`src/rtl/tpkf_pkg.sv`:
```
// Package for the TCP port and payload-prefix frame filter: word types and header constants.
`default_nettype none

package tpkf_pkg;

  // One frame byte as it arrives on the input channel.
  typedef struct packed {
    logic [7:0] data_byte;
    logic       last_byte;
  } in_word_t;

  // One verdict word, given at the end of each frame.
  typedef struct packed {
    logic        drop;
    logic [31:0] source_ip;
    logic [31:0] dest_ip;
    logic [15:0] source_port;
    logic [15:0] dst_tcp_port;
  } out_word_t;

  // Configuration register indexes.
  typedef enum logic [1:0] {
    CFG_WATCH_PORT     = 2'd0,
    CFG_KEYWORD_BYTES  = 2'd1,
    CFG_KEYWORD_LENGTH = 2'd2
  } cfg_reg_t;

  // Register reset values.
  localparam logic [15:0] WATCH_PORT_RESET     = 16'd8080;
  localparam logic [63:0] KEYWORD_BYTES_RESET  = 64'd9325100978226234;  // "!!!CMD:"
  localparam logic [2:0]  KEYWORD_LENGTH_RESET = 3'd7;

  // Frame layout: 14-byte Ethernet header, fixed 20-byte IPv4 header.
  localparam logic [15:0] ETH_LEN     = 16'd14;
  localparam logic [15:0] IP_LEN      = 16'd20;
  localparam logic [15:0] TCP_START   = 16'd34;
  localparam logic [15:0] TCP_MIN_END = 16'd54;
  localparam logic [7:0]  PROTO_TCP   = 8'd6;

  // Byte positions of captured header fields.
  localparam logic [15:0] POS_TOT_LEN_HI  = 16'd16;
  localparam logic [15:0] POS_TOT_LEN_LO  = 16'd17;
  localparam logic [15:0] POS_PROTOCOL    = 16'd23;
  localparam logic [15:0] POS_SRC_IP      = 16'd26;
  localparam logic [15:0] POS_DST_IP      = 16'd30;
  localparam logic [15:0] POS_SRC_PORT_HI = 16'd34;
  localparam logic [15:0] POS_SRC_PORT_LO = 16'd35;
  localparam logic [15:0] POS_DST_PORT_HI = 16'd36;
  localparam logic [15:0] POS_DST_PORT_LO = 16'd37;
  localparam logic [15:0] POS_DATA_OFFSET = 16'd46;

  // One match lane per possible TCP data offset value.
  localparam int unsigned DOFF_LANES = 16;

endpackage

`default_nettype wire

```
`src/rtl/tcp_port_keyword_packet_filter_top.sv`:
```
// Top level of the TCP port and payload-prefix frame filter.
// A verdict word is registered and becomes valid in the cycle after the frame's last byte is accepted.
// Throughput: one byte per cycle; the input stalls only when a verdict still waits.
// Header capture and all 16 prefix lanes are combinational on each accepted byte.
// Reset: synchronous, active low; clears frame state and restores default config values.
`default_nettype none

module tcp_port_keyword_packet_filter_top #(
  parameter int unsigned MAX_KEYWORD_BYTES = 7
) (
  input  wire                                  clk,
  input  wire                                  rst_n,
  // input byte stream
  input  wire                                  in_valid,
  output logic                                 in_ready,
  input  tpkf_pkg::in_word_t                   in_data,
  // verdict stream
  output logic                                 out_valid,
  input  wire                                  out_ready,
  output tpkf_pkg::out_word_t                  out_data,
  // config write port
  input  wire                                  cfg_we,
  input  wire [1:0]                            cfg_addr,
  input  wire [((8*MAX_KEYWORD_BYTES > 16) ? 8*MAX_KEYWORD_BYTES : 16)-1:0] cfg_wdata
);
  import tpkf_pkg::*;

  localparam int unsigned KW_W  = 8 * MAX_KEYWORD_BYTES;
  localparam logic [3:0]  KW_MAX = 4'(MAX_KEYWORD_BYTES);

  // ---------------------------------------------------------------------------
  // Config registers
  // ---------------------------------------------------------------------------
  logic [15:0]     watch_port_r;
  logic [KW_W-1:0] keyword_r;
  logic [2:0]      keyword_len_r;

  always_ff @(posedge clk) begin
    if (!rst_n) begin
      watch_port_r  <= WATCH_PORT_RESET;
      keyword_r     <= KW_W'(KEYWORD_BYTES_RESET);
      keyword_len_r <= KEYWORD_LENGTH_RESET;
    end else if (cfg_we) begin
      case (cfg_reg_t'(cfg_addr))
        CFG_WATCH_PORT:     watch_port_r  <= cfg_wdata[15:0];
        CFG_KEYWORD_BYTES:  keyword_r     <= cfg_wdata[KW_W-1:0];
        CFG_KEYWORD_LENGTH: keyword_len_r <= cfg_wdata[2:0];
        default: ;
      endcase
    end
  end

  // effective keyword length, clipped to the keyword register size
  logic [3:0] key_len;
  assign key_len = ({1'b0, keyword_len_r} > KW_MAX) ? KW_MAX : {1'b0, keyword_len_r};

  // keyword split into bytes, first payload byte at index 0; unused slots are zero
  logic [7:0] key_arr [8];
  always_comb begin
    for (int j = 0; j < 8; j++) begin
      key_arr[j] = 8'h00;
    end
    for (int j = 0; j < int'(MAX_KEYWORD_BYTES); j++) begin
      key_arr[j] = keyword_r[8*(int'(MAX_KEYWORD_BYTES)-1-j) +: 8];
    end
  end

  // ---------------------------------------------------------------------------
  // Per-frame state
  // ---------------------------------------------------------------------------
  logic [15:0] byte_cnt_r,  byte_cnt_nxt;
  logic [7:0]  protocol_r,  protocol_nxt;
  logic [15:0] tot_len_r,   tot_len_nxt;
  logic [31:0] src_ip_r,    src_ip_nxt;
  logic [31:0] dst_ip_r,    dst_ip_nxt;
  logic [15:0] tcp_sport_r, tcp_sport_nxt;
  logic [15:0] dst_port_r,  dst_port_nxt;
  logic [3:0]  doff_r,      doff_nxt;
  logic [DOFF_LANES-1:0] match_r, match_nxt;

  // values after this byte, before the end-of-frame clear
  logic [15:0] cnt_upd;
  logic [7:0]  proto_upd;
  logic [15:0] tlen_upd;
  logic [31:0] sip_upd;
  logic [31:0] dip_upd;
  logic [15:0] sport_upd;
  logic [15:0] dport_upd;
  logic [3:0]  doff_upd;
  logic [DOFF_LANES-1:0] match_upd;

  logic        in_acc;
  logic [15:0] pos;
  logic [7:0]  b;

  assign in_ready = !out_valid || out_ready;
  assign in_acc   = in_valid && in_ready;
  assign pos      = byte_cnt_r;
  assign b        = in_data.data_byte;

  // header field capture
  always_comb begin
    cnt_upd   = (byte_cnt_r != 16'hFFFF) ? byte_cnt_r + 16'd1 : byte_cnt_r;
    proto_upd = protocol_r;
    tlen_upd  = tot_len_r;
    sip_upd   = src_ip_r;
    dip_upd   = dst_ip_r;
    sport_upd = tcp_sport_r;
    dport_upd = dst_port_r;
    doff_upd  = doff_r;
    if (pos == POS_TOT_LEN_HI)  tlen_upd[15:8]  = b;
    if (pos == POS_TOT_LEN_LO)  tlen_upd[7:0]   = b;
    if (pos == POS_PROTOCOL)    proto_upd       = b;
    if (pos == POS_SRC_IP)          sip_upd[31:24] = b;
    if (pos == POS_SRC_IP + 16'd1)  sip_upd[23:16] = b;
    if (pos == POS_SRC_IP + 16'd2)  sip_upd[15:8]  = b;
    if (pos == POS_SRC_IP + 16'd3)  sip_upd[7:0]   = b;
    if (pos == POS_DST_IP)          dip_upd[31:24] = b;
    if (pos == POS_DST_IP + 16'd1)  dip_upd[23:16] = b;
    if (pos == POS_DST_IP + 16'd2)  dip_upd[15:8]  = b;
    if (pos == POS_DST_IP + 16'd3)  dip_upd[7:0]   = b;
    if (pos == POS_SRC_PORT_HI) sport_upd[15:8] = b;
    if (pos == POS_SRC_PORT_LO) sport_upd[7:0]  = b;
    if (pos == POS_DST_PORT_HI) dport_upd[15:8] = b;
    if (pos == POS_DST_PORT_LO) dport_upd[7:0]  = b;
    if (pos == POS_DATA_OFFSET) doff_upd        = b[7:4];
  end

  // prefix lanes: lane d checks the payload that would start at TCP start + 4*d
  always_comb begin
    logic [15:0] start;
    logic [15:0] off;
    match_upd = match_r;
    for (int d = 0; d < int'(DOFF_LANES); d++) begin
      start = TCP_START + 16'(4 * d);
      off   = pos - start;
      if ((pos >= start) && (off < {12'd0, key_len})) begin
        if (b != key_arr[off[2:0]]) match_upd[d] = 1'b0;
      end
    end
  end

  // end-of-frame clear
  always_comb begin
    if (in_data.last_byte) begin
      byte_cnt_nxt  = '0;
      protocol_nxt  = '0;
      tot_len_nxt   = '0;
      src_ip_nxt    = '0;
      dst_ip_nxt    = '0;
      tcp_sport_nxt = '0;
      dst_port_nxt  = '0;
      doff_nxt      = '0;
      match_nxt     = '1;
    end else begin
      byte_cnt_nxt  = cnt_upd;
      protocol_nxt  = proto_upd;
      tot_len_nxt   = tlen_upd;
      src_ip_nxt    = sip_upd;
      dst_ip_nxt    = dip_upd;
      tcp_sport_nxt = sport_upd;
      dst_port_nxt  = dport_upd;
      doff_nxt      = doff_upd;
      match_nxt     = match_upd;
    end
  end

  always_ff @(posedge clk) begin
    if (!rst_n) begin
      byte_cnt_r  <= '0;
      protocol_r  <= '0;
      tot_len_r   <= '0;
      src_ip_r    <= '0;
      dst_ip_r    <= '0;
      tcp_sport_r <= '0;
      dst_port_r  <= '0;
      doff_r      <= '0;
      match_r     <= '1;
    end else if (in_acc) begin
      byte_cnt_r  <= byte_cnt_nxt;
      protocol_r  <= protocol_nxt;
      tot_len_r   <= tot_len_nxt;
      src_ip_r    <= src_ip_nxt;
      dst_ip_r    <= dst_ip_nxt;
      tcp_sport_r <= tcp_sport_nxt;
      dst_port_r  <= dst_port_nxt;
      doff_r      <= doff_nxt;
      match_r     <= match_nxt;
    end
  end

  // ---------------------------------------------------------------------------
  // Verdict, from the state as it stands after the last byte
  // ---------------------------------------------------------------------------
  logic      drop_now;
  logic      len_ok;
  logic      pay_ok;
  logic      bound_ok;
  out_word_t verdict;

  assign len_ok   = cnt_upd >= TCP_MIN_END;
  // payload = tot_len - 20 - 4*doff must reach the keyword length
  assign pay_ok   = {2'b00, tlen_upd} >=
                    (18'(IP_LEN) + {12'd0, doff_upd, 2'b00} + {14'd0, key_len});
  assign bound_ok = (17'(ETH_LEN) + {1'b0, tlen_upd}) <= {1'b0, cnt_upd};
  assign drop_now = len_ok && (proto_upd == PROTO_TCP) && (dport_upd == watch_port_r)
                    && pay_ok && bound_ok && match_upd[doff_upd];

  always_comb begin
    verdict = '0;
    if (drop_now) begin
      verdict.drop         = 1'b1;
      verdict.source_ip    = sip_upd;
      verdict.dest_ip      = dip_upd;
      verdict.source_port  = sport_upd;
      verdict.dst_tcp_port = dport_upd;
    end
  end

  // output register; the input side keeps flowing while it is free or draining
  logic      out_valid_r;
  out_word_t out_data_r;

  always_ff @(posedge clk) begin
    if (!rst_n) begin
      out_valid_r <= 1'b0;
    end else if (in_acc && in_data.last_byte) begin
      out_valid_r <= 1'b1;
    end else if (out_ready) begin
      out_valid_r <= 1'b0;
    end
  end

  always_ff @(posedge clk) begin
    if (in_acc && in_data.last_byte) begin
      out_data_r <= verdict;
    end
  end

  assign out_valid = out_valid_r;
  assign out_data  = out_data_r;

  // ---------------------------------------------------------------------------
  // Assertions
  // ---------------------------------------------------------------------------
  a_last_gives_word: assert property (@(posedge clk) disable iff (!rst_n)
    in_acc && in_data.last_byte |=> out_valid_r)
    else $error("no verdict after frame end");

  a_last_clears_count: assert property (@(posedge clk) disable iff (!rst_n)
    in_acc && in_data.last_byte |=> byte_cnt_r == 16'd0 && match_r == '1)
    else $error("frame state not cleared at frame end");

  a_pass_is_zero: assert property (@(posedge clk) disable iff (!rst_n)
    out_valid_r && !out_data_r.drop |-> out_data_r.source_ip == 32'd0 &&
      out_data_r.dest_ip == 32'd0 && out_data_r.source_port == 16'd0 &&
      out_data_r.dst_tcp_port == 16'd0)
    else $error("passed frame carries nonzero fields");

  a_stall_only_when_full: assert property (@(posedge clk) disable iff (!rst_n)
    !in_ready |-> out_valid_r && !out_ready)
    else $error("input stalled with free output slot");

endmodule

`default_nettype wire
```
`config.mk`:
```
export PLATFORM = sky130hd
export DESIGN_NAME = tcp_port_keyword_packet_filter_top
export DESIGN_NICKNAME = d
export VERILOG_FILES = /design/src/rtl/tpkf_pkg.sv /design/src/rtl/tcp_port_keyword_packet_filter_top.sv
export SDC_FILE = /design/constraint.sdc
export NUM_CORES = 1
export LEC_CHECK = 0
export ABC_AREA = 0
export BUFFER_PORTS_ARGS = -buffer_cell sky130_fd_sc_hd__buf_2
export CORE_ASPECT_RATIO = 1.25
export CORE_MARGIN = 3
export CORE_UTILIZATION = 35
export DETAILED_ROUTE_END_ITERATION = 10
export SYNTH_ARGS = -nofsm -noshare
export SYNTH_HDL_FRONTEND = slang
export SYNTH_SLANG_ARGS = --single-unit
```
`constraint.sdc`:
```
create_clock -name clk -period 9.75 [get_ports clk]
set_input_delay 0.975 -clock clk [delete_from_list [all_inputs] [get_ports clk]]
set_output_delay 0.975 -clock clk [all_outputs]
set_load 0.005 [all_outputs]
```
==> results of run 1 <==
-- area by class of cell --
cell class                 instances  area (sq um)
inverter                          53         200.2
timing repair buffer             198          1064
clock inverter                    18         212.7
clock buffer                      46         988.4
sequential                       329          7561
tap                              735         919.6
multi-input combinational       1690         11130
fill                            5587         33420
-- stage by stage --
step                setup slack, ps  total power [mW]
floorplan                      3591             1.596
global route                   1681             3.158
finish                         2263             3.060
CTS                            2392             3.081
global placement               2814             1.682
detailed placement             2466             1.685
-- synthesized netlist by cell type, types with 38 or more instances --
library cell / count / area [sq um]
a21oi_1: 92 / 460.4
buf_2: 50 / 250.2
mux2i_1: 112 / 1121
nand3_1: 60 / 300.3
nand2_1: 284 / 1066
edfxtp_1: 97 / 2913
xnor2_1: 44 / 385.4
nor2_1: 126 / 473.0
clkbuf_1: 128 / 480.5
a21boi_0: 51 / 382.9
dfxtp_1: 232 / 4644
nor4_1: 82 / 513.0
o21ai_0: 62 / 310.3
nor2b_1: 142 / 888.4
a22oi_1: 146 / 1096
inv_1: 38 / 142.6
ha_1: 38 / 475.5
-- layout by cell type (no fill, tap or decap), types with 60 or more instances in the layout --
cell type	n
o21ai_0	62
dfxtp_1	229
edfxtp_1	97
buf_2	169
nand3_1	60
a21oi_1	92
mux2i_1	112
nor2_1	120
nand2_1	284
nor2b_1	141
nor4_1	82
a22oi_1	146
-- layer usage --
| metal | routed length (um) | vias up |
|---|---|---|
| met5 | 0 | - |
| met4 | 2793 | 0 |
| met3 | 4802 | 159 |
| met2 | 32860 | 774 |
| met1 | 29660 | 8872 |
| li1 | - | 8444 |
-- power groups by stage --
stage	registers, mW	clock network [mW]	logic, mW
after floorplan	1.47	0	0.124
after global placement	1.47	0	0.208
after detailed placement	1.47	0	0.210
after CTS	1.44	1.43	0.210
after global routing	1.45	1.48	0.227
final	1.44	1.40	0.212
-- worst max-delay path: stages (launching register included) --
cell and delay, ps:
dfxtp_1 640, ha_1 350, nor3b_1 290, and4_1 650
mux2_2 310, inv_1 60, ha_1 220, a21oi_1 200
and3_1 240, and3b_1 330, nand4_1 150, xnor2_1 210
mux2i_1 120, ha_1 340, nand4_1 80, nor4_1 370
nor2_1 100, a221oi_1 240, nand3_1 110, nor4_1 260
nand4_1 770, buf_4 710, nor4_1 470
-- registers in the layout (all words and copies together), names as in the netlist --
| name | cells |
|---|---|
| keyword_len_r | 3 |
| keyword_r | 56 |
| dst_ip_r | 32 |
| out_valid | 1 |
| tot_len_r | 16 |
| watch_port_r | 16 |
| match_r | 16 |
| src_ip_r | 32 |
| byte_cnt_r | 16 |
| out_data | 97 |
| doff_r | 4 |
| dst_port_r | 16 |
| tcp_sport_r | 16 |
| protocol_r | 8 |
-- logic make-up after synthesis --
| logic type | share of synthesized area, % |
|---|---|
| DFF | 38.11 |
| and+or+nand+nor | 24.73 |
| adders and majority gates | 2.448 |
| AOI/OAI and AO/OA | 19.92 |
| xor gates and xnor gates | 2.650 |
| buffers and inverters | 5.919 |
| muxes | 6.222 |
-- path summary, 6_finish.rpt --
kind / startpoint / end / slack [ps]
setup reg to reg: byte_cnt_r[0] / out_data[50] / 2260
hold / removal: match_r[13] / match_r[13] / 450
hold reg to reg: match_r[13] / match_r[13] / 450
setup / recovery: byte_cnt_r[0] / out_data[50] / 2260
==> flow_metrics.tcl, run 1 <==
set metrics [dict create \
    grt_max_degree 94 \
    worstRegToRegCells 22 \
    cts_max_path_buffers 3 \
    place_area_sq_um 20870 \
    die_area_sq_um 59560 \
    first_pass_iters 6 \
    tightest_slew_ps 1126 \
    synth_seq_cells 329 \
    synth_cell_types 92 \
    wl_um 70120 \
    io_pins 171 \
    cp-start-kind "register" \
    clk_latency_ps 550 \
    synth_nets 2392 \
    power.internal_mw 2.324 \
    crit_type "reg -> reg" \
    max_freq_ghz 0.1336 \
    area_delta_synth_final_pct 11.33 \
    cts_buffers 36 \
    tns_ps 0 \
    drt-vias-per-instance 5.946 \
    endpoint_kind "register" \
    path_max_fanout 79 \
    rsz0062_at_grt "false" \
    top_usage_layer "met2" \
    grtUsageMet3_pct 3.515 \
    cts_root_buf "clkbuf_16" \
    io_buffers 170 \
    row_count 96 \
    relSlewSlack_pct 24.34 \
    ant_nets 0 \
    utilization_pct 39.78 \
    cp.arrival_ps 7820 \
    dp_hpwl_um 48340 \
    grt_overflow 0 \
    synth_edf_count 97 \
    grtUsageMet1_pct 30.15 \
    dr.first_iter.drc_count 1915 \
    final.period_utilization_pct 76.79 \
    diodes 0 \
    dp_cells 3005 \
    yosys_most_used_dff "dfxtp_1" \
    antenna_found_initial 1 \
    critPathRequiredTime_ps 10080 \
    postCtsSetupBuffers 0 \
    layout-drive-gt1-share_pct 14.78 \
    whs_path_depth 2 \
    finalInstanceArea_sq_um 22070 \
    async_flop_share_pct 0 \
    fp.dieW_um 218.9 \
    finalSetupViolations 0 \
    wl_per_cell_um 22.85 \
    min_period_ps 7487 \
    clk_pin_slew_worst_paths_ps 60 \
    gp_routability_congestion 0.9401 \
    comb_power_share_pct 6.9 \
    avgSynthCellArea_sq_um 8.689 \
    ir_worst_vdd_mv 0.1093 \
    status "completed" \
    drv_slew 0 \
    hold_viol 0 \
    grt_pass1_wl_um 106500 \
    grt_use_total_pct 22.62 \
    synthCells 2282 \
    seqPwrFrac_pct 47.2 \
    cap_violations 0 \
    pwr-share-clk_pct 45.9 \
    grt_pass1_vias 17280 \
    die_h_um 272.1 \
    cts_tree "yes" \
    syn-cell-area_sq_um 19830 \
    cts_resized 0 \
    clock_skew_ps 15.01 \
    cts_max_level 2 \
    core_area_sq_um 55490 \
    cts_sinks 329 \
    p_sw_uw 736.4 \
    hold_ws_ps 445.2 \
    swShare_pct 24.07 \
    ys_warn_count 0 \
    vias 18250 \
    remaining_drc_errors 0 \
    hold_buffers 0 \
    hold_class "reg -> reg" \
    p_leak_nw 7.940 \
    synth_seq_area_share_pct 38.11 \
    grt.met2_usage_pct 36.64 \
    nets 2418 \
    p_per_area_nw_per_um2 138.6 \
    final_cells 3069 \
    initial_utilization_pct 35.73 \
]
Note: power is estimated with default switching activity, not from simulation.
==> run 2, diff against run 1 <==
--- a/config.mk
+++ b/config.mk
@@ -5,7 +5,7 @@
 export SDC_FILE = /design/constraint.sdc
 export NUM_CORES = 1
 export LEC_CHECK = 0
-export ABC_AREA = 0
+export ABC_AREA = 1
 export BUFFER_PORTS_ARGS = -buffer_cell sky130_fd_sc_hd__buf_2
 export CORE_ASPECT_RATIO = 1.25
 export CORE_MARGIN = 3
==> constraint.sdc (replaced) <==
create_clock -name clk -period 7.5 [get_ports clk]
set_input_delay 0.75 -clock clk [delete_from_list [all_inputs] [get_ports clk]]
set_output_delay 0.75 -clock clk [all_outputs]
set_load 0.005 [all_outputs]
==> run 2 against run 1 <==
- flip-flop and latch count unchanged
- non-clock buffer count increased by 5
- via count increased by 13%
- power increased by 28%
- combinational power increased by 26%
- synthesized area increased by 2.5%
- clock-buffer cell count decreased by 6
- setup slack got worse by 91 ps
==> flow_metrics.tcl, run 2 <==
set metrics [dict create \
    hold_class "in -> reg" \
    cp.arrival_ps 5590 \
    hold_viol 0 \
    comb_power_share_pct 6.8 \
    synth.area.top_cells "dfxtp_1, nand2_1, edfxtp_1" \
    tightest_slew_ps 1099 \
    grt_use_total_pct 22.39 \
    avgSynthCellArea_sq_um 6.529 \
    cts_resized 0 \
    tns_ps 0 \
    grtUsageMet1_pct 26.55 \
    cap_violations 0 \
    cts_root_buf "clkbuf_16" \
    cts_tree "yes" \
    final_cells 3966 \
    grt_max_degree 98 \
    vias 20540 \
    power_mw 3.917 \
    top_usage_layer "met2" \
    layout_setup_ws_ps 2173 \
    endpoint_kind "register" \
    yosysTopAreaCell "dfxtp_1" \
    initial_utilization_pct 35.41 \
    synth_nets 3222 \
    path_max_fanout 97 \
    die_area_sq_um 61000 \
    critPathRequiredTime_ps 7760 \
    layout-drive-gt1-share_pct 11.32 \
    swShare_pct 24.73 \
    dpl_worst_slack_ps 2172 \
    area_delta_synth_final_pct 12.18 \
    drv_slew 0 \
    critPathMaxStageDelay_ps 460 \
    final_common_cell "nand2_1" \
    cts_sinks 329 \
    cp-start-kind "register" \
    max_freq_ghz 0.1877 \
    cpMaxStageDelayCell "dfxtp_1" \
    io_buffers 170 \
    antenna_found_initial 1 \
    critPathTopFamily "simple AND/OR/NAND/NOR gates" \
    yosysTopAreaCellShare_pct 22.86 \
    largest_reg_flops 97 \
    synth_seq_cells 329 \
    yosys_most_used_dff "dfxtp_1" \
    core_area_sq_um 57390 \
    grt_pass1_vias 19230 \
    place_area_sq_um 21630 \
    final_cell_mix "nand2_1, nor2_1, inv_1" \
    path_common_cell "nand2_1" \
    clk_pin_slew_worst_paths_ps 60 \
    synth_seq_area_share_pct 37.19 \
    nets 3300 \
    ys_warn_count 0 \
    gp_routability_congestion 1.060 \
    synth_edf_count 97 \
    min_period_ps 5327 \
    cts_max_level 2 \
    synth.most_common_cell "nand2_1" \
    p_per_area_nw_per_um2 171.8 \
    crit_type "reg -> reg" \
    io_pins 171 \
    cts_buffers 35 \
    diodes 0 \
    row_count 98 \
    p_sw_uw 968.4 \
    remaining_drc_errors 0 \
    status "completed" \
    ir_worst_vdd_mv 0.1513 \
    wl_um 70830 \
    seqPwrFrac_pct 48.2 \
    die_h_um 275.4 \
    clock_skew_ps 24.98 \
    rsz0062_at_grt "false" \
    hold_buffers 0 \
    grt_pass1_wl_um 108600 \
    drt-vias-per-instance 5.178 \
    syn-cell-area_sq_um 20320 \
    final.period_utilization_pct 71.03 \
    dp_hpwl_um 49750 \
    worstHoldStart "cfg_wdata[22]" \
    synthCells 3112 \
    grt_overflow 0 \
    path_buf_inv 4 \
    async_flop_share_pct 0 \
    synthTopCellsByCount "nand2_1, nor2_1, inv_1" \
    finalInstanceArea_sq_um 22790 \
    pwr-share-clk_pct 45.0 \
    finalSetupViolations 0 \
    r2r_start "byte_cnt_r[10]" \
    dr.first_iter.drc_count 1941 \
    critPathLaunch "byte_cnt_r[10]" \
    postCtsSetupBuffers 0 \
    fp.dieW_um 221.5 \
    ant_nets 0 \
    grt.met2_usage_pct 39.15 \
    synth_cell_types 48 \
    wl_per_cell_um 17.86 \
    grtUsageMet3_pct 2.627 \
    first_pass_iters 6 \
    p_leak_nw 9.788 \
    clk_latency_ps 540 \
    dp_cells 3903 \
    power.internal_mw 2.948 \
    cts_max_path_buffers 3 \
    relSlewSlack_pct 26.76 \
]
[run 2: changes by cell type after synthesis, sizes merged, moves of 33 or more]
cell,change
a21boi,-51
nand3,+192
nand2,+820
clkbuf,-33
o21ai,+144
nor4,-116
nor2,+233
nor2b,-142
inv,+249
a22oi,-147
xnor2,-38
a21oi,+116
mux2i,-112
[run 2: stage by stage]
step / util (%) / hold WS, ps
6_report: 39.72 / 412.4
5_1_grt: 39.72 / 414.7
4_1_cts: 39.72 / 395.7
3_5_place_dp: 37.69 / 445.4
3_3_place_gp: 37.69 / 440.9
2_1_floorplan: - / 429.2
[run 2: per-layer routing]
layer | vias up | share of wire [%]
met2 | 810 | 48
li1 | 10130 | -
met5 | - | 0
met1 | 9375 | 39
met4 | 0 | 6.5
met3 | 225 | 6.3
[run 2: kinds of logic (layout without fill, tap and decap cells)]
logic type	Yosys count	in the layout	synth area share (%)
simple gates	1775	1775	37.00
fa+ha+maj	38	38	2.340
xor+xnor	45	45	1.940
flops	329	329	37.19
compound gates	464	464	12.17
buf+inv	461	565	9.354
[run 2: cell type report]
type                    count  area (sq um)
clock buffers              40         924.6
clock inverters            23         241.5
fillers                  6286         34590
inverters                 299          1132
multi-input cells        2322         10890
flip-flops and latches    329          7557
well taps                 750         938.4
repair buffers            203          1111
[run 2: worst reg2reg max path, delay by kind of cell, from the launching register on]
family                     cells  cell delay [ps]
AOI/OAI and AO/OA              2              420
xor gates and xnor gates       1              190
adders and majority gates      2              480
buffers and inverters          4              870
DFF                            1              460
and+or+nand+nor               19             2630
[run 2: power by group through the flow]
stage	Sequential, mW	Clock, mW	Combinational (mW)
2_1_floorplan	1.93	0	0.153
3_5_place_dp	1.93	0	0.270
6_report	1.89	1.76	0.268
5_1_grt	1.89	1.86	0.301
3_3_place_gp	1.93	0	0.268
4_1_cts	1.89	1.80	0.271
[run 2: final timing paths]
| check | end | slack (ps) | cells after the start |
|---|---|---|---|
| worst min-delay path | keyword_r[22] | 410 | 3 |
| worst max-delay path | out_data[20] | 2170 | 28 |
| worst max register to register | out_data[20] | 2170 | 28 |
| worst min register to register | keyword_r[23] | 450 | 2 |
